### config.mk
export PLATFORM = sky130hd
export DESIGN_NAME = wgfp_occ_mem
export DESIGN_NICKNAME = d
export VERILOG_FILES = /design/src/hdl/wgfp_occ_mem.sv
export SDC_FILE = /design/constraint.sdc
export NUM_CORES = 2
export LEC_CHECK = 0
export BUFFER_PORTS_ARGS = -buffer_cell sky130_fd_sc_hd__buf_2
export CORE_UTILIZATION = 34
export CTS_BUF_LIST = sky130_fd_sc_hd__clkbuf_8
export DETAILED_ROUTE_END_ITERATION = 8
export GPL_ROUTABILITY_DRIVEN = 0
export PLACE_DENSITY_LB_ADDON = 0.1
export SETUP_SLACK_MARGIN = 0.15
export SLEW_MARGIN = 20
export SYNTH_ARGS = -nofsm -noshare
export SYNTH_HDL_FRONTEND = slang
export SYNTH_SLANG_ARGS = --single-unit
export TNS_END_PERCENT = 1
### constraint.sdc
create_clock -name clk -period 5.55 [get_ports clk]
set_input_delay 1.11 -clock clk [delete_from_list [all_inputs] [get_ports clk]]
set_output_delay 1.11 -clock clk [all_outputs]
set_load 0.02 [all_outputs]
### src/hdl/wgfp_occ_mem.sv
// Occupancy store: one line of cross-position bits per grid line.
// One write port, one read port, read data registered. Uses no package.
module wgfp_occ_mem #(
  parameter int unsigned DEPTH = 128,
  parameter int unsigned WIDTH = 32
) (
  input  logic                     clk,
  input  logic                     wr_en,
  input  logic [$clog2(DEPTH)-1:0] wr_addr,
  input  logic [WIDTH-1:0]         wr_data,
  input  logic                     rd_en,
  input  logic [$clog2(DEPTH)-1:0] rd_addr,
  output logic [WIDTH-1:0]         rd_data
);

  logic [WIDTH-1:0] mem [DEPTH];

  always_ff @(posedge clk) begin
    if (wr_en) begin
      mem[wr_addr] <= wr_data;
    end
    if (rd_en) begin
      rd_data <= mem[rd_addr];
    end
  end

endmodule

## Yosys cells after proc, flatten, opt, wreduce, memory -nomap -nowiden

Memory sizes are Yosys's and may differ from the RTL's. A register that Yosys moved wholly into a read port is not among the register bits.
Index checks and enable logic that the tools add are counted.

- Muxes and demuxes: 2

Operators by type and width:

| kind | number |
|---|---|
| $mux 1 | 2 |

- Register bits: 0
- Memories: 1
- Word-level logic and storage cells: 3
- Memory bits (writable): 4096
- Output and inout port bits: 32

Memory list:

| memory | words | width | read ports | clocked after memory_dff | wr ports | line | text |
|---|---|---|---|---|---|---|---|
| mem | 128 | 32 | 1 | 1 | 1 | 16 | `logic [WIDTH-1:0] mem [DEPTH];` |

## Longest topological paths before layout

- Depth after elaboration: 2
- Depth in mapped cells: 8
- Gate-level depth less buffers: 4

## Worst setup path before layout

No wires, ideal clock.

- Path type: input to register
- From: input port wr_en
- To: memory mem[98][0] (enable)
- Stages: 3
- Data required time: 5089 ps
- Setup slack: 1201 ps
- Path buffers: 1
- Setup time: 461 ps
- Data arrival time: 3888 ps
- Path through: clkbuf_1 nand4_1 nor3_1

- Word-level cells in the longest chain between the ends: 2

RTL lines:

| what | line | text |
|---|---|---|
| from (decl) | 8 | `input logic wr_en,` |
| $mux 1 | 19 | `if (wr_en) begin` |
| $mux 1 (implied by the code) | 20 | `mem[wr_addr] <= wr_data;` |
| to (decl) | 16 |  |

No other way between the ends.

==> impl_metrics.json <==
{
  "status": "finished, final reports clean",
  "utilization_pct": 39.5,
  "cts_root_buf": "clkbuf_8",
  "synth_top_area_share_pct": 79.2,
  "syn_inst": 5990,
  "h-tree-depth": 6,
  "cts_resized": 0,
  "routed_wl_um": 499000,
  "fin_worst_skew_ps": 61.7,
  "clkLatencyLatePin_ps": 1260,
  "grt_pass1_vias": 76500,
  "synthAdderAreaFrac_pct": 0,
  "finalNetCount": 6882,
  "viasPerCell": 5.35,
  "overflow": 0,
  "yosysWarnings": 0,
  "drt-initial-drc-count": 7550,
  "grt_max_degree": 129,
  "ys_ff_latch": 4128,
  "cp.buffers_inverters": 3,
  "drtAntennaViolNets": 0,
  "cts_sinks": 4128,
  "cp_top_family": "multiplexers",
  "maxSlewHeadroom_pct": 23.5,
  "syn-num-nets": 6039,
  "crit_type": "primary input to flip-flop",
  "leakage_nw": 55.7,
  "hold_buffers": 0,
  "synth_compound_area_share_pct": 0,
  "grt_pass1_wl_um": 673000,
  "synthXorXnorAreaFrac_pct": 0,
  "port_buffers": 80,
  "start_kind": "primary input",
  "slew_viol_final": 0,
  "yosys.area_share.simple_pct": 0.445,
  "cp_cell_sequence": "buf_12, buf_4, buf_4, mux4_2, mux4_2, mux4_2, mux2_2",
  "pin_count": 81,
  "cts.clk_slew.worst_paths_ps": 60,
  "firstDrtPassIters": 6,
  "yosysSeqAreaShare_pct": 79.2,
  "yosysUniqueCellTypes": 16,
  "rows": 248,
  "cts_tree": "done",
  "yosysTopAreaCell": "edfxtp_1",
  "antenna_found_initial": 95,
  "cpPeakStageDelay_ps": 690,
  "drcViolationCount": 0,
  "hold_viol_final": 0,
  "powerDensity_nw_per_um2": 350,
  "vdd_drop_max_uv": 292,
  "hpwl_um": 283000,
  "final_cell_mix": "edfxtp_1, mux4_2, clkbuf_8",
  "period_minus_slack_ps": 3620,
  "start_util_pct": 34.2,
  "min_path_type": "primary input to flip-flop",
  "syn-mean-instance-area_um2": 26.1,
  "crit_fanout": 36,
  "syn_to_final_growth_pct": 15.4,
  "die_w_um": 681,
  "fmax_mhz": 276,
  "netlist_top_cells_area": "edfxtp_1, mux4_2, clkbuf_1",
  "cts-buffers-inserted": 707,
  "final_common_cell": "edfxtp_1",
  "worst_path_most_repeated_cell": "mux4_2",
  "vias": 72600,
  "synthesis.area_um2": 157000,
  "post-cts-setup-buffers": 0,
  "endpoint_kind": "flip-flop",
  "drive_gt1_share_pct": 37.9,
  "worst_path_max_delay_cell": "mux4_2",
  "worst_pin_slew_ps": 1150,
  "synth_top_family_by_area": "multiplexers",
  "drv_cap": 0,
  "core-area_um2": 457000,
  "fin_crit_sh_pct": 65.2,
  "setup-violations-final": 0,
  "die_h_um": 681,
  "dieArea_um2": 463000,
  "cp.required_ps": 6540,
  "cp_data_arrival_time_ps": 4610,
  "setup_tns_ps": 0,
  "clockBufferDepth": 4,
  "grt.total_usage_pct": 21.4,
  "rsz0062_at_grt": "no",
  "synthMuxAreaShare_pct": 19.6,
  "wl_per_cell_um": 36.8
}
cell families (layout without fill, tap and decap cells):
group | count (synthesis) | after routing
buffers and inverters | 316 | 1689
flip-flops | 4128 | 4128
multiplexers | 1376 | 1376
other | 0 | 77
AND/OR/NAND/NOR | 170 | 170
registers in the layout, summed over array words and instances (netlist names):
signal	flops
mem	4096
rd_data	32
Yosys cell counts:
cell type,n
nor2b_1,7
buf_2,79
mux2_2,32
mux4_2,1344
nand4_1,3
nor2_1,122
edfxtp_1,4128
buf_1,50
nand2_1,14
nand2b_1,2
or3_1,1
nand3_1,12
nor3_1,9
buf_6,2
buf_4,3
clkbuf_1,182
area by class of cell:
| type | count | area (µm²) |
|---|---|---|
| tap | 6125 | 7660 |
| timing repair buffer | 450 | 4250 |
| antenna | 77 | 193 |
| fill | 40700 | 277000 |
| sequential | 4128 | 124000 |
| clock inverter | 523 | 2550 |
| clock buffer | 716 | 9850 |
| multi-input combinational | 1546 | 32300 |
where the power goes:
group	leakage, nW	internal, mW	total (mW)	switching [mW]
clock network	7.22	12.4	24.9	12.5
registers	37.1	34.5	34.6	0.105
logic	11.4	1.31	3.67	2.36
total	55.7	48.2	63.2	15.0
through the flow:
step	cell area (µm²)	total power [mW]	hold WS, ps	worst slack, ps	instances
final	181000	63.2	162	1930	13600
after global placement	168000	39.0	1210	588	12200
after detailed placement	168000	39.0	1190	592	12200
after global routing	181000	65.3	112	1850	13500
after CTS	181000	64.0	24.4	1830	13500
after floorplan	157000	36.9	1150	1200	5990
worst paths after layout:
check | from | slack, ps | cells after the start | end
setup reg to reg | mem[63][21] | 2690 | 4 | rd_data[21]
setup / recovery | rd_addr[0] | 1930 | 7 | rd_data[13]
hold / removal | wr_data[13] | 160 | 1 | mem[59][13]
hold reg to reg | mem[22][7] | 1220 | 4 | rd_data[7]
per-layer routing:
| layer | vias up | routed length [µm] | global-route usage (%) | share of wire, % |
|---|---|---|---|---|
| met4 | 24 | 12600 | 5.76 | 2.5 |
| met2 | 2458 | 251000 | 36.0 | 50 |
| li1 | 28300 | - | - | - |
| met3 | 684 | 28200 | 3.62 | 5.6 |
| met5 | - | 162 | 0 | 0.032 |
| met1 | 41100 | 208000 | 28.8 | 42 |
Note: power is estimated with default switching activity, not from simulation.
