## src/hdl/wgfp_pkg.sv

```systemverilog
// Shared constants for the wrap grid first-fit placer.
// Field widths, register indexes, operation codes and reset values.
// No dependencies.
package wgfp_pkg;

  localparam int unsigned OP_W   = 1;
  localparam int unsigned SPAN_W = 6;
  localparam int unsigned CW_W   = 12;   // cell width / height
  localparam int unsigned GAP_W  = 8;
  localparam int unsigned LIM_W  = 6;
  localparam int unsigned EXT_W  = 13;
  localparam int unsigned CFG_W  = 13;   // widest register
  localparam int unsigned IDX_W  = 3;
  localparam int unsigned PIX_W  = 20;
  localparam int unsigned CELL_W = 7;
  localparam int unsigned USED_W = 8;
  localparam int unsigned XCNT_W = 6;

  localparam logic [PIX_W-1:0]  PIX_MAX  = '1;
  localparam logic [CELL_W-1:0] CELL_MAX = '1;
  localparam logic [USED_W-1:0] USED_MAX = '1;

  typedef enum logic [IDX_W-1:0] {
    REG_ORIENT = 3'd0,
    REG_CELL_W = 3'd1,
    REG_CELL_H = 3'd2,
    REG_GAP    = 3'd3,
    REG_LIMIT  = 3'd4,
    REG_EXTENT = 3'd5
  } reg_idx_t;

  typedef enum logic [OP_W-1:0] {
    OP_START = 1'b0,
    OP_PLACE = 1'b1
  } op_t;

  localparam logic [CW_W-1:0]  RST_CELL_W = 12'd100;
  localparam logic [CW_W-1:0]  RST_CELL_H = 12'd100;
  localparam logic [GAP_W-1:0] RST_GAP    = 8'd4;
  localparam logic [EXT_W-1:0] RST_EXTENT = 13'd200;

endpackage

```

## src/hdl/wgfp_xdiv.sv

```systemverilog
// Cross count divider: repeated subtraction, stops at CROSS_MAX.
// Depends on wgfp_pkg for field widths.
module wgfp_xdiv #(
  parameter int unsigned CROSS_MAX = 32
) (
  input  logic                              clk,
  input  logic                              rst_n,
  input  logic                              go,
  input  logic [wgfp_pkg::EXT_W-1:0]        extent,
  input  logic [wgfp_pkg::GAP_W-1:0]        gap,
  input  logic [wgfp_pkg::CW_W-1:0]         cell_len,
  output logic                              done,
  output logic [$clog2(CROSS_MAX+1)-1:0]    quot
);

  localparam int unsigned QW = $clog2(CROSS_MAX + 1);
  localparam int unsigned RW = wgfp_pkg::EXT_W + 1;
  localparam logic [QW-1:0] QMAX = QW'(CROSS_MAX);

  logic          run_r, run_nxt;
  logic [RW-1:0] rem_r, rem_nxt;
  logic [RW-1:0] div_r, div_nxt;
  logic [QW-1:0] q_r, q_nxt;
  logic          done_r, done_nxt;

  always_comb begin
    run_nxt  = run_r;
    rem_nxt  = rem_r;
    div_nxt  = div_r;
    q_nxt    = q_r;
    done_nxt = 1'b0;
    if (go) begin
      run_nxt = 1'b1;
      rem_nxt = RW'(extent) + RW'(gap);
      div_nxt = RW'(cell_len) + RW'(gap);
      q_nxt   = '0;
    end else if (run_r) begin
      if (q_r < QMAX && rem_r >= div_r) begin
        rem_nxt = rem_r - div_r;
        q_nxt   = q_r + 1'b1;
      end else begin
        run_nxt  = 1'b0;
        done_nxt = 1'b1;
      end
    end
  end

  always_ff @(posedge clk) begin
    if (!rst_n) begin
      run_r  <= 1'b0;
      done_r <= 1'b0;
    end else begin
      run_r  <= run_nxt;
      done_r <= done_nxt;
    end
    rem_r <= rem_nxt;
    div_r <= div_nxt;
    q_r   <= q_nxt;
  end

  assign done = done_r;
  assign quot = (q_r == '0) ? QW'(1) : q_r;

endmodule
```

## config.mk

```make
export PLATFORM = sky130hd
export DESIGN_NAME = wgfp_xdiv
export DESIGN_NICKNAME = d
export VERILOG_FILES = /design/src/hdl/wgfp_pkg.sv /design/src/hdl/wgfp_xdiv.sv
export SDC_FILE = /design/constraint.sdc
export NUM_CORES = 1
export LEC_CHECK = 0
export BUFFER_PORTS_ARGS = -buffer_cell sky130_fd_sc_hd__buf_2
export CAP_MARGIN = 20
export CORE_ASPECT_RATIO = 0.5
export CORE_MARGIN = 4
export CORE_UTILIZATION = 40
export CTS_BUF_LIST = sky130_fd_sc_hd__clkbuf_16
export CTS_CLUSTER_SIZE = 14
export DETAILED_ROUTE_END_ITERATION = 10
export GPL_TIMING_DRIVEN = 0
export PLACE_DENSITY = 0.69
export SLEW_MARGIN = 20
export SYNTH_ARGS = -nofsm -noshare
export SYNTH_HDL_FRONTEND = slang
export SYNTH_SLANG_ARGS = --single-unit
```

## constraint.sdc

```tcl
create_clock -name clk -period 2.3 [get_ports clk]
set_input_delay 0 -clock clk [delete_from_list [all_inputs] [get_ports clk]]
set_output_delay 0 -clock clk [all_outputs]
set_load 0.05 [all_outputs]
```

---- Word-level counts from Yosys, hierarchy flattened ----
Index checks and enable logic that the tools add are counted.
word-level totals
  word-level logic and storage cells ...... 28
  register bits after elaboration ......... 36
  bits in writable memories ............... 0
  bits in read-only memories .............. 0
  output and inout bits ................... 7
  memories ................................ 0
  latch bits .............................. 0
  input port bits ......................... 36
operators by class
  add/subtract/negate cells ............... 4
  shifts and indexed selects .............. 0
  magnitude comparators ................... 2
  equal/unequal tests ..................... 0
  reduce and logical (&&, ||, !) cells .... 7
  bitwise gates (word level) .............. 2
  divide/modulo/power cells ............... 0
  muxes and demuxes ....................... 8
  multipliers ............................. 0
operators with widths
  operator               count
  $mux W14               3
  $add A13 B8 Y14        1
  $ge A14 B14 Y1         1
  $sub A14 B14 Y14       1
  $add A12 B8 Y13        1
  $add A6 B1 Y6 const B  1
  $logic_not A6 Y1       1
  $lt A6 B6 Y1 const B   1
  $mux W6                1
  $mux W1                4
  $reduce_and A2 Y1      2
  $reduce_bool A2 Y1     2
  $reduce_or A3 Y1       1
  $not A1 Y1             2
  $logic_and A1 B1 Y1    1

---- Depth between registers and ports, before layout ----
Gate-level depths: netlist (run 1).
  depth after elaboration ................. 5
  mapped depth ............................ 10
  mapped depth without buffers ............ 10

---- Worst setup path after synthesis (run 1) ----
OpenSTA, ideal clock, no wires.
  path type ............................... register -> register
  start point ............................. register rem_r[0]
  end point ............................... register run_r
  arrival ................................. 2196 ps
  clock period less this slack ............ 2312 ps
  stages on the path, launching flop included .. 11
  path buffers ............................ 0
  library setup time ...................... 115 ps
  path slack .............................. -12 ps
  data required time ...................... 2185 ps
  cells stage by stage .................... edfxtp_1 inv_1 ha_1 inv_1 fa_1 a211oi_1 o211ai_1 nand4b_2 nand2_2 or2_1 and2_1
between the ends
  word-level cells in the longest chain between the ends .. 5
ends and longest elaborated chain
  what                    line             RTL
  start, declared         wgfp_xdiv.sv:21  logic [RW-1:0] rem_r, rem_nxt;
  start signal, assigned  wgfp_xdiv.sv:56  rem_r <= rem_nxt;
  $ge A14 B14 Y1          wgfp_xdiv.sv:38  if (q_r < QMAX && rem_r >= div_r) begin
  $logic_and A1 B1 Y1     wgfp_xdiv.sv:38
  $mux W1                 wgfp_xdiv.sv:38
  $mux W1                 wgfp_xdiv.sv:37  end else if (run_r) begin
  $mux W1                 wgfp_xdiv.sv:32  if (go) begin
  end signal, assigned    wgfp_xdiv.sv:53  run_r <= run_nxt;
  end, declared           wgfp_xdiv.sv:20  logic run_r, run_nxt;
Every way passes these cells.
A chain may end at the register's enable or synchronous reset.

---- Final worst setup path (run 1) ----
  start point ............................. register rem_r[1]
  end point ............................... register rem_r[13], data pin
between the ends
  word-level cells in the longest chain between the ends .. 4
ends and longest elaborated chain
  what              line             RTL
  $sub A14 B14 Y14  wgfp_xdiv.sv:39  rem_nxt = rem_r - div_r;
  $mux W14          wgfp_xdiv.sv:38
  $mux W14          wgfp_xdiv.sv:37
  $mux W14          wgfp_xdiv.sv:32
  net rem_nxt[13]   wgfp_xdiv.sv:21
The timed path passes the listed nets, and every way through them passes these cells. The select of a mux whose other input is x is not followed.

==> flow_summary.yaml, run 1 <==
power:
  clkPwrFrac: 0.198
  ir_worst_vdd_uv: 361
  cellLeakagePower_nw: 1.52
  p_switching_w: 0.00129
  pwr_density_cell_nw_per_um2: 917
  swShare: 0.394
  p_comb_frac: 0.519
  power_w: 0.00327
  power.share.sequential: 0.282
  intPower_w: 0.00198
setup_path:
  crit_required_ns: 2.33
  crit_type: "register to register"
  rr_endpoint: "rem_r[13]$_DFFE_PP_"
  r2r-start: "rem_r[1]$_DFFE_PP_"
  startpoint_type: "register"
  reg2reg_slack_ns: 0.07
  r2r.worst_path.cells: 7
  end_kind: "register"
  arrival_ns: 2.26
  cp_max_fo: 4
synth:
  seq_area_frac_synth: 0.326
  ys_ff_latch: 35
  syn_area_um2: 2980
  synth_cells: 331
  yosysWarnings: 0
  syn_nets: 401
  synth_flop_cell: "edfxtp_1"
  synthArstFlopShare: 0
  synthDistinctLibCells: 54
  avgSynthCellArea_um2: 8.99
  synth_edf_count: 27
timing:
  fmax_ghz: 0.448
  final-max-slew-violation-count: 0
  setup_ws_ns: 0.0661
  hold_viol: 0
  finalCritPeriodShare: 0.971
  fin_worst_skew_ns: 0.00418
  setup_violations: 0
  worst_pin_slew_ns: 0.560
  finalCriticalPeriod_ns: 2.23
  rsz0062_at_grt: "true"
  timing.setup.tns_ns: 0
  maxSlewHeadroom: 0.627
placement:
  pre_cts_slack_ns: -0.153
  dpl-instance-area_um2: 3300
  dp_hpwl_mm: 5.20
  gp_congestion: 0.801
  io_buffers: 42
  dp_cells: 465
floorplanning:
  dieWidth_um: 130
  fp-row-count: 21
  placeableCoreArea_um2: 6940
  io_pins: 43
  start_util: 0.429
  chipHeight_um: 69.0
  die_area_um2: 8970
grt:
  grt.total_usage: 0.161
  grt-ovfl-total: 0
  grt_max_degree: 16
  antenna_found_initial: 0
  grt_pass1_wl_mm: 11.3
  grt_pass1_vias: 2384
final_layout:
  fin_nets: 458
  diodes: 0
  drive_gt1_frac: 0.224
  area_delta_synth_final_pct: 19.8
  stdcell_area_um2: 3560
  final_cell_count_no_fill: 481
  fill_cells: 692
clock_tree:
  h-tree-depth: 2
  clock_latency_ns: 0.28
  ctsLongestPathBuffers: 2
  cts-root-buf: "clkbuf_16"
  cts_inserted_buffers: 5
  clk_pin_slew_worst_paths_ns: 0.06
  cts.sinks: 35
  cts_tree: "done"
drt:
  firstDrtPassIters: 4
  drt-total-wl_mm: 7.06
  final_antenna_net_count: 0
  drtIter0Drc: 123
  viasPerCell: 5.40
  vias: 2599
  wl_per_cell_um: 14.7
  drc: 0
min_path:
  holdPathStages: 2
  hold_path_end: "div_r[0]$_DFFE_PP_"
  min_path_type: "input port to register"
  hp-start: "cell_len[0]"
flow_run:
  max_cap_violations: 0
outcome:
  status: "complete, no violations"
## cells in the final DEF, fill, tap and decap left out, drive strengths merged, types with 2 or more instances in the layout
master  synthesis  final
clkbuf         10     15
mux2i           4      4
and3            6      6
nand2b          4      4
xnor2          17     17
nor3           11     11
nor4            2      2
o31ai           3      3
edfxtp         27     27
o21a            5      5
nor2           21     21
nand3           8      8
o211ai          8      8
fa              3      3
nand2          25     25
inv            23     26
a21oi          31     31
a211oi          4      4
xor2           13     13
dfxtp           8      8
or2             5      6
a21boi          2      2
nor2b           7      7
and2            3      3
ha             31     31
a21o            6      6
buf             3     51
a22oi           2      2
o21ai          19     19
o21bai          3      3
a31oi           3      3
## per-stage QoR
stage / hold slack [ns] / util
6_report: 0.00868 / 0.514
5_1_grt: 0.0376 / 0.514
4_1_cts: 0.00486 / 0.502
3_5_place_dp: 0.224 / 0.476
3_3_place_gp: 0.221 / 0.476
2_1_floorplan: 0.112 / -
## critical path, stage by stage (launching register included)
cell and delay (ns):
edfxtp_1 0.43, ha_1 0.36, nor2b_2 0.19, o31ai_4 0.26
a21oi_1 0.20, nand3_1 0.13, nor3_1 0.05, o41a_1 0.36
## power by group through the flow
| stage | sequential (W) | combinational, W | clock, W |
|---|---|---|---|
| after floorplan | 0.000920 | 0.00119 | 0 |
| after global placement | 0.000927 | 0.00148 | 0 |
| after detailed placement | 0.000933 | 0.00150 | 0 |
| after CTS | 0.000923 | 0.00156 | 0.000664 |
| after global routing | 0.000934 | 0.00189 | 0.000683 |
| final | 0.000923 | 0.00170 | 0.000648 |
## final cells by class
type | count | area (µm²) | share of cell area
Inverter | 23 | 86.3 | 0.0242
Tap cell | 92 | 115 | 0.0323
Clock buffer | 5 | 125 | 0.0351
Clock inverter | 3 | 11.3 | 0.00316
Timing Repair Buffer | 49 | 265 | 0.0744
Sequential cell | 35 | 971 | 0.272
Multi-Input combinational cell | 261 | 1940 | 0.544
Buffer | 13 | 52.6 | 0.0147
## sequential cells by signal, summed over array words and instances, names as in the netlist
signal / flops
done: 1
q_r: 6
div_r: 13
rem_r: 14
run_r: 1
## Yosys cell counts, drive strengths merged, types with 4 or more instances
cell / number / area share
a21oi: 31 / 0.055
ha: 31 / 0.13
edfxtp: 27 / 0.27
nand2: 25 / 0.032
inv: 23 / 0.029
nor2: 21 / 0.026
o21ai: 19 / 0.033
xnor2: 17 / 0.050
xor2: 13 / 0.038
nor3: 11 / 0.019
clkbuf: 10 / 0.013
dfxtp: 8 / 0.054
nand3: 8 / 0.013
o211ai: 8 / 0.020
nor2b: 7 / 0.015
a21o: 6 / 0.015
and3: 6 / 0.013
o21a: 5 / 0.013
or2: 5 / 0.011
a211oi: 4 / 0.013
mux2i: 4 / 0.013
nand2b: 4 / 0.0084
## routing by layer
layer,up-vias,share of wire,GRT usage
met5,-,0,0
met4,0,0.012,0.0505
li1,1316,-,-
met2,74,0.44,0.253
met3,8,0.064,0.0269
met1,1201,0.49,0.229
## worst max-delay path by stage
stage	from	end	slack, ns
2_1_floorplan	rem_r[0]$_DFFE_PP_	run_r$_SDFF_PN0_	0.13
3_3_place_gp	rem_r[0]$_DFFE_PP_	rem_r[12]$_DFFE_PP_	-0.11
3_5_place_dp	rem_r[0]$_DFFE_PP_	rem_r[12]$_DFFE_PP_	-0.15
4_1_cts	rem_r[0]$_DFFE_PP_	run_r$_SDFF_PN0_	0.02
5_1_grt	rem_r[0]$_DFFE_PP_	rem_r[10]$_DFFE_PP_	-0.03
6_report	rem_r[1]$_DFFE_PP_	rem_r[13]$_DFFE_PP_	0.07
## cell families after synthesis
logic type | after synthesis | synth area share
and+or+nand+nor | 97 | 0.162
AOI/OAI and AO/OA | 94 | 0.209
buffers and inverters | 36 | 0.0467
DFF | 35 | 0.326
adders and majority gates | 34 | 0.151
xor gates and xnor gates | 30 | 0.0883
muxes | 5 | 0.0172
## timing repair
item	4_1_cts	5_1_grt
gates resized for setup	5	11
endpoints found under the hold margin	2	0
cloned	1	0
setup endpoints to repair	17	21
pin swaps	1	13
buffers inserted	1	5
hold buffers	1	0
Power figures use the tool's default switching activity.
==> run 2: changes to the inputs <==
--- a/config.mk
+++ b/config.mk
@@ -14,7 +14,7 @@
 export CTS_CLUSTER_SIZE = 14
 export DETAILED_ROUTE_END_ITERATION = 10
 export GPL_TIMING_DRIVEN = 0
-export PLACE_DENSITY = 0.69
+export PLACE_DENSITY = 0.67
 export SLEW_MARGIN = 20
 export SYNTH_ARGS = -nofsm -noshare
 export SYNTH_HDL_FRONTEND = slang
==> constraint.sdc (replaced) <==
create_clock -name clk -period 2.2 [get_ports clk]
set_input_delay 0 -clock clk [delete_from_list [all_inputs] [get_ports clk]]
set_output_delay 0 -clock clk [all_outputs]
set_load 0.05 [all_outputs]
==> flow_summary.yaml, run 2 (synthesized netlist as in run 1, its figures left out) <==
min_path:
  hp-start: "cell_len[0]"
  min_path_type: "input port to register"
  holdPathStages: 2
  hold_path_end: "div_r[0]$_DFFE_PP_"
final_layout:
  final_cell_count_no_fill: 482
  final_common_cell: "buf_2"
  drive_gt1_frac: 0.236
  fin_nets: 459
  final_util: 0.520
  largest_reg_flops: 14
  regMostFlops: "rem_r"
  diodes: 0
  top_regs: "rem_r: 14 flops, div_r: 13 flops, q_r: 6 flops"
  area_delta_synth_final_pct: 21.3
  layout_common_cells: "43 x buf_2, 28 x ha_1, 27 x edfxtp_1"
  fill_cells: 656
placement:
  pre_cts_slack_ns: -0.267
  dp_hpwl_mm: 5.50
  io_buffers: 42
  gp_congestion: 0.822
  dp_cells: 465
outcome:
  status: "complete, but fails checks"
  violations: "negative setup slack"
drt:
  wl_met2_mm: 3.25
  final_antenna_net_count: 0
  wl_met1_mm: 3.42
  drc: 0
  firstDrtPassIters: 4
  highest_layer: "met4"
  drt-total-wl_mm: 7.20
  wl_per_cell_um: 14.9
  viasPerCell: 5.39
  vias: 2600
  drtIter0Drc: 186
  route.met3.wl_um: 399
setup_path:
  reg2reg_slack_ns: -0.04
  critPathSlowestCell: "o41a_1"
  cp_max_fo: 3
  r2r.worst_path.cells: 7
  crit_required_ns: 2.22
  arrival_ns: 2.27
  rr_endpoint: "rem_r[13]$_DFFE_PP_"
  worstPathCellList: "ha_1, nor2b_1, o31ai_2, buf_4, a211oi_4, nor3_1, o41a_1"
  startpoint_type: "register"
  end_kind: "register"
  r2r-start: "rem_r[1]$_DFFE_PP_"
  max_stage_delay_ns: 0.40
  crit_type: "register to register"
timing:
  worst_pin_slew_ns: 0.568
  setup_ws_ns: -0.0438
  fin_worst_skew_ns: 0.00450
  rsz0062_at_grt: "true"
  maxSlewHeadroom: 0.621
  hold_viol: 0
  setup_violations: 16
  fmax_ghz: 0.446
  finalCritPeriodShare: 1.02
  finalCriticalPeriod_ns: 2.24
  hold-worst-slack_ns: 0.0269
  final-max-slew-violation-count: 0
  timing.setup.tns_ns: -0.335
power:
  cellLeakagePower_nw: 1.52
  ir_worst_vdd_uv: 446
  pwr_density_cell_nw_per_um2: 968
clock_tree:
  clock_latency_ns: 0.28
  cts-root-buf: "clkbuf_16"
  h-tree-depth: 2
  ctsLongestPathBuffers: 2
  cts_tree: "done"
  clk_pin_slew_worst_paths_ns: 0.06
  cts.sinks: 35
  cts_inserted_buffers: 5
flow_run:
  max_cap_violations: 0
floorplanning:
  die_area_um2: 8970
  io_pins: 43
  dieWidth_um: 130
  chipHeight_um: 69.0
  fp-row-count: 21
  start_util: 0.429
  placeableCoreArea_um2: 6940
grt:
  antenna_found_initial: 0
  grt-ovfl-total: 0
  grt.total_usage: 0.165
  grt_max_degree: 16
  grt_pass1_wl_mm: 11.7
  grt_pass1_vias: 2525
-- run 2: cell types whose count changed in the layout (fill, tap and decap cells not counted), moves of 2 or more --
cell      delta
ha_1         -2
a211oi_4     +2
ha_2         +2
o21ai_1      +2
o21ai_0      -2
a21oi_2      +2
a21oi_1      -2
-- run 2: metrics by stage --
step	total power (W)	instance area, µm²
floorplan	0.00221	2980
global placement	0.00250	3300
detailed placement	0.00256	3300
CTS	0.00337	3540
global route	0.00375	3610
finish	0.00349	3610
-- run 2: worst max-delay path: cells and delay by family (launching register included) --
kind,cells,cell delay [ns]
compound gates,3,0.79
flops,1,0.39
fa+ha+maj,1,0.32
simple gates,2,0.32
buf+inv,1,0.16
-- run 2: cell type report --
class	instances	area, µm²	area share
Multi-Input combinational cell	261	1970	0.547
Sequential cell	35	971	0.269
Timing Repair Buffer	50	273	0.0756
Clock buffer	5	125	0.0347
Tap cell	92	115	0.0319
Inverter	23	86.3	0.0239
Buffer	13	55.1	0.0153
Clock inverter	3	11.3	0.00312
-- run 2: repair_timing --
action | CTS | global route
hold buffers | 1 | 0
endpoints found under the hold margin | 2 | 0
setup endpoints to repair | 21 | 26
gates resized for setup | 11 | 14
pin swaps | 10 | 3
buffers inserted | 6 | 1
gates cloned | 1 | 0
-- run 2: worst max-delay path by stage --
stage                                  start                  end  cells past startpoint
after floorplan           rem_r[0]$_DFFE_PP_     run_r$_SDFF_PN0_                     10
after global placement    rem_r[0]$_DFFE_PP_  rem_r[12]$_DFFE_PP_                     10
after detailed placement  rem_r[0]$_DFFE_PP_  rem_r[12]$_DFFE_PP_                     10
after CTS                 rem_r[0]$_DFFE_PP_   rem_r[5]$_DFFE_PP_                      9
after global routing      rem_r[0]$_DFFE_PP_  rem_r[12]$_DFFE_PP_                     10
final                     rem_r[1]$_DFFE_PP_  rem_r[13]$_DFFE_PP_                      7
-- run 2: routing by layer --
| metal | vias up | GRT usage |
|---|---|---|
| met5 | - | 0 |
| met4 | 0 | 0.0518 |
| met3 | 14 | 0.0369 |
| met2 | 72 | 0.278 |
| met1 | 1195 | 0.215 |
| li1 | 1319 | - |
-- run 2: power by group --
part | switching [W] | internal, W | leakage [nW]
clock | 0.000264 | 0.000409 | 0.0754
sequential | 0.0000582 | 0.000906 | 0.331
combinational | 0.00106 | 0.000798 | 1.11
total | 0.00138 | 0.00211 | 1.52
==> run 3: changes to the inputs <==
--- a/config.mk
+++ b/config.mk
@@ -15,6 +15,8 @@
 export DETAILED_ROUTE_END_ITERATION = 10
 export GPL_TIMING_DRIVEN = 0
 export PLACE_DENSITY = 0.67
+export RECOVER_POWER = 50
+export SKIP_CTS_REPAIR_TIMING = 1
 export SLEW_MARGIN = 20
 export SYNTH_ARGS = -nofsm -noshare
 export SYNTH_HDL_FRONTEND = slang
==> flow_summary.yaml, run 3 (synthesized netlist as in run 1, its figures left out) <==
outcome:
  status: "complete, but fails checks"
  violations: "negative setup slack"
clock_tree:
  clk_pin_slew_worst_paths_ns: 0.05
  cts.sinks: 35
  h-tree-depth: 2
  ctsLongestPathBuffers: 2
  cts_tree: "done"
  cts_inserted_buffers: 5
  clock_latency_ns: 0.28
  cts-root-buf: "clkbuf_16"
grt:
  grt-ovfl-total: 0
  grt_max_degree: 16
  antenna_found_initial: 0
  grt_pass1_wl_mm: 11.4
  grt_pass1_vias: 2484
  grt.total_usage: 0.160
floorplanning:
  die_area_um2: 8970
  placeableCoreArea_um2: 6940
  io_pins: 43
  chipHeight_um: 69.0
  fp-row-count: 21
  start_util: 0.429
  dieWidth_um: 130
setup_path:
  arrival_ns: 2.30
  rr_endpoint: "rem_r[7]$_DFFE_PP_"
  crit_required_ns: 2.22
  endpoint: "rem_r[7]$_DFFE_PP_"
  end_kind: "register"
  crit_start: "rem_r[0]$_DFFE_PP_"
  reg2reg_slack_ns: -0.07
  r2r-start: "rem_r[0]$_DFFE_PP_"
  startpoint_type: "register"
  r2r.worst_path.cells: 9
  cp_max_fo: 8
  crit_type: "register to register"
power:
  swShare: 0.395
  p_switching_w: 0.00135
  clkPwrFrac: 0.197
  p_comb_frac: 0.521
  cellLeakagePower_nw: 1.48
  pwr_density_cell_nw_per_um2: 957
  intPower_w: 0.00207
  ir_worst_vdd_uv: 447
  power.share.sequential: 0.282
min_path:
  min_path_type: "input port to register"
timing:
  fin_worst_skew_ns: 0.00446
  rsz0062_at_grt: "true"
  setup_violations: 19
  fmax_ghz: 0.440
  worst_pin_slew_ns: 0.597
  maxSlewHeadroom: 0.604
  timing.setup.tns_ns: -1.03
  hold_viol: 0
  finalCritPeriodShare: 1.03
  finalCriticalPeriod_ns: 2.27
  final-max-slew-violation-count: 0
  setup_ws_ns: -0.0729
placement:
  dp_cells: 465
  dp_hpwl_mm: 5.50
  io_buffers: 42
  gp_congestion: 0.822
drt:
  wl_per_cell_um: 14.8
  viasPerCell: 5.31
  drc: 0
  drtIter0Drc: 127
  drt-total-wl_mm: 7.12
  final_antenna_net_count: 0
  vias: 2556
  firstDrtPassIters: 4
flow_run:
  max_cap_violations: 0
final_layout:
  regMostFlops: "rem_r"
  fin_nets: 458
  final_cell_count_no_fill: 481
  drive_gt1_frac: 0.213
  area_delta_synth_final_pct: 20.1
  final_common_cell: "buf_2"
  largest_reg_flops: 14
  layout_common_cells: "38 x buf_2, 29 x ha_1, 27 x edfxtp_1"
  diodes: 0
  top_regs: "rem_r: 14 flops, div_r: 13 flops, q_r: 6 flops"
-- run 3: cell types whose count changed in the layout (fill, tap and decap cells not counted), sizes merged --
| cell | change |
|---|---|
| buf | -6 |
| clkbuf | +5 |
-- run 3: final cells by class --
cell class / instances / area (µm²)
Multi-Input combinational cell: 261 / 1950
Clock buffer: 5 / 125
Tap cell: 92 / 115
Sequential cell: 35 / 971
Timing Repair Buffer: 49 / 258
Clock inverter: 3 / 11.3
Buffer: 13 / 52.6
Fill cell: 663 / 3360
Inverter: 23 / 86.3
-- run 3: power by group through the flow --
stage / clock network, W / logic (W) / registers [W]
after detailed placement: 0 / 0.00159 / 0.000979
final: 0.000674 / 0.00178 / 0.000963
after CTS: 0.000679 / 0.00160 / 0.000966
after global placement: 0 / 0.00153 / 0.000969
after floorplan: 0 / 0.00125 / 0.000961
after global routing: 0.000716 / 0.00199 / 0.000978
-- run 3: through the flow --
step	setup WS (ns)	utilization	cell area (µm²)	total power, W	hold WS, ns
6_report	-0.0729	0.515	3570	0.00342	0.0270
5_1_grt	-0.188	0.515	3570	0.00368	0.0371
4_1_cts	-0.278	0.496	3440	0.00325	-0.0667
3_5_place_dp	-0.267	0.476	3300	0.00256	0.220
3_3_place_gp	-0.197	0.476	3300	0.00250	0.216
2_1_floorplan	0.0304	-	2980	0.00221	0.112
-- run 3: layer usage --
layer,global-route usage,share of wire
met1,0.212,0.49
met2,0.262,0.45
met3,0.0377,0.045
met4,0.0531,0.016
met5,0,0
-- run 3: critical path, cell delays in order, from the launching register on --
cell and delay (ns):
edfxtp_1 0.35, inv_1 0.06, ha_2 0.18, inv_2 0.05, fa_2 0.41, a211oi_2 0.17, o211ai_1 0.18, nand4b_2 0.20
nand2_4 0.08, or2_4 0.32
-- run 3: how the worst min path moves through the flow --
stage,end,startpoint,cells past startpoint,slack (ns)
after floorplan,div_r[0]$_DFFE_PP_,go,0,0.11
after detailed placement,run_r$_SDFF_PN0_,rst_n,2,0.22
final,div_r[0]$_DFFE_PP_,cell_len[0],2,0.03
after global placement,run_r$_SDFF_PN0_,rst_n,2,0.22
after global routing,div_r[0]$_DFFE_PP_,cell_len[0],2,0.04
after CTS,run_r$_SDFF_PN0_,rst_n,2,-0.07
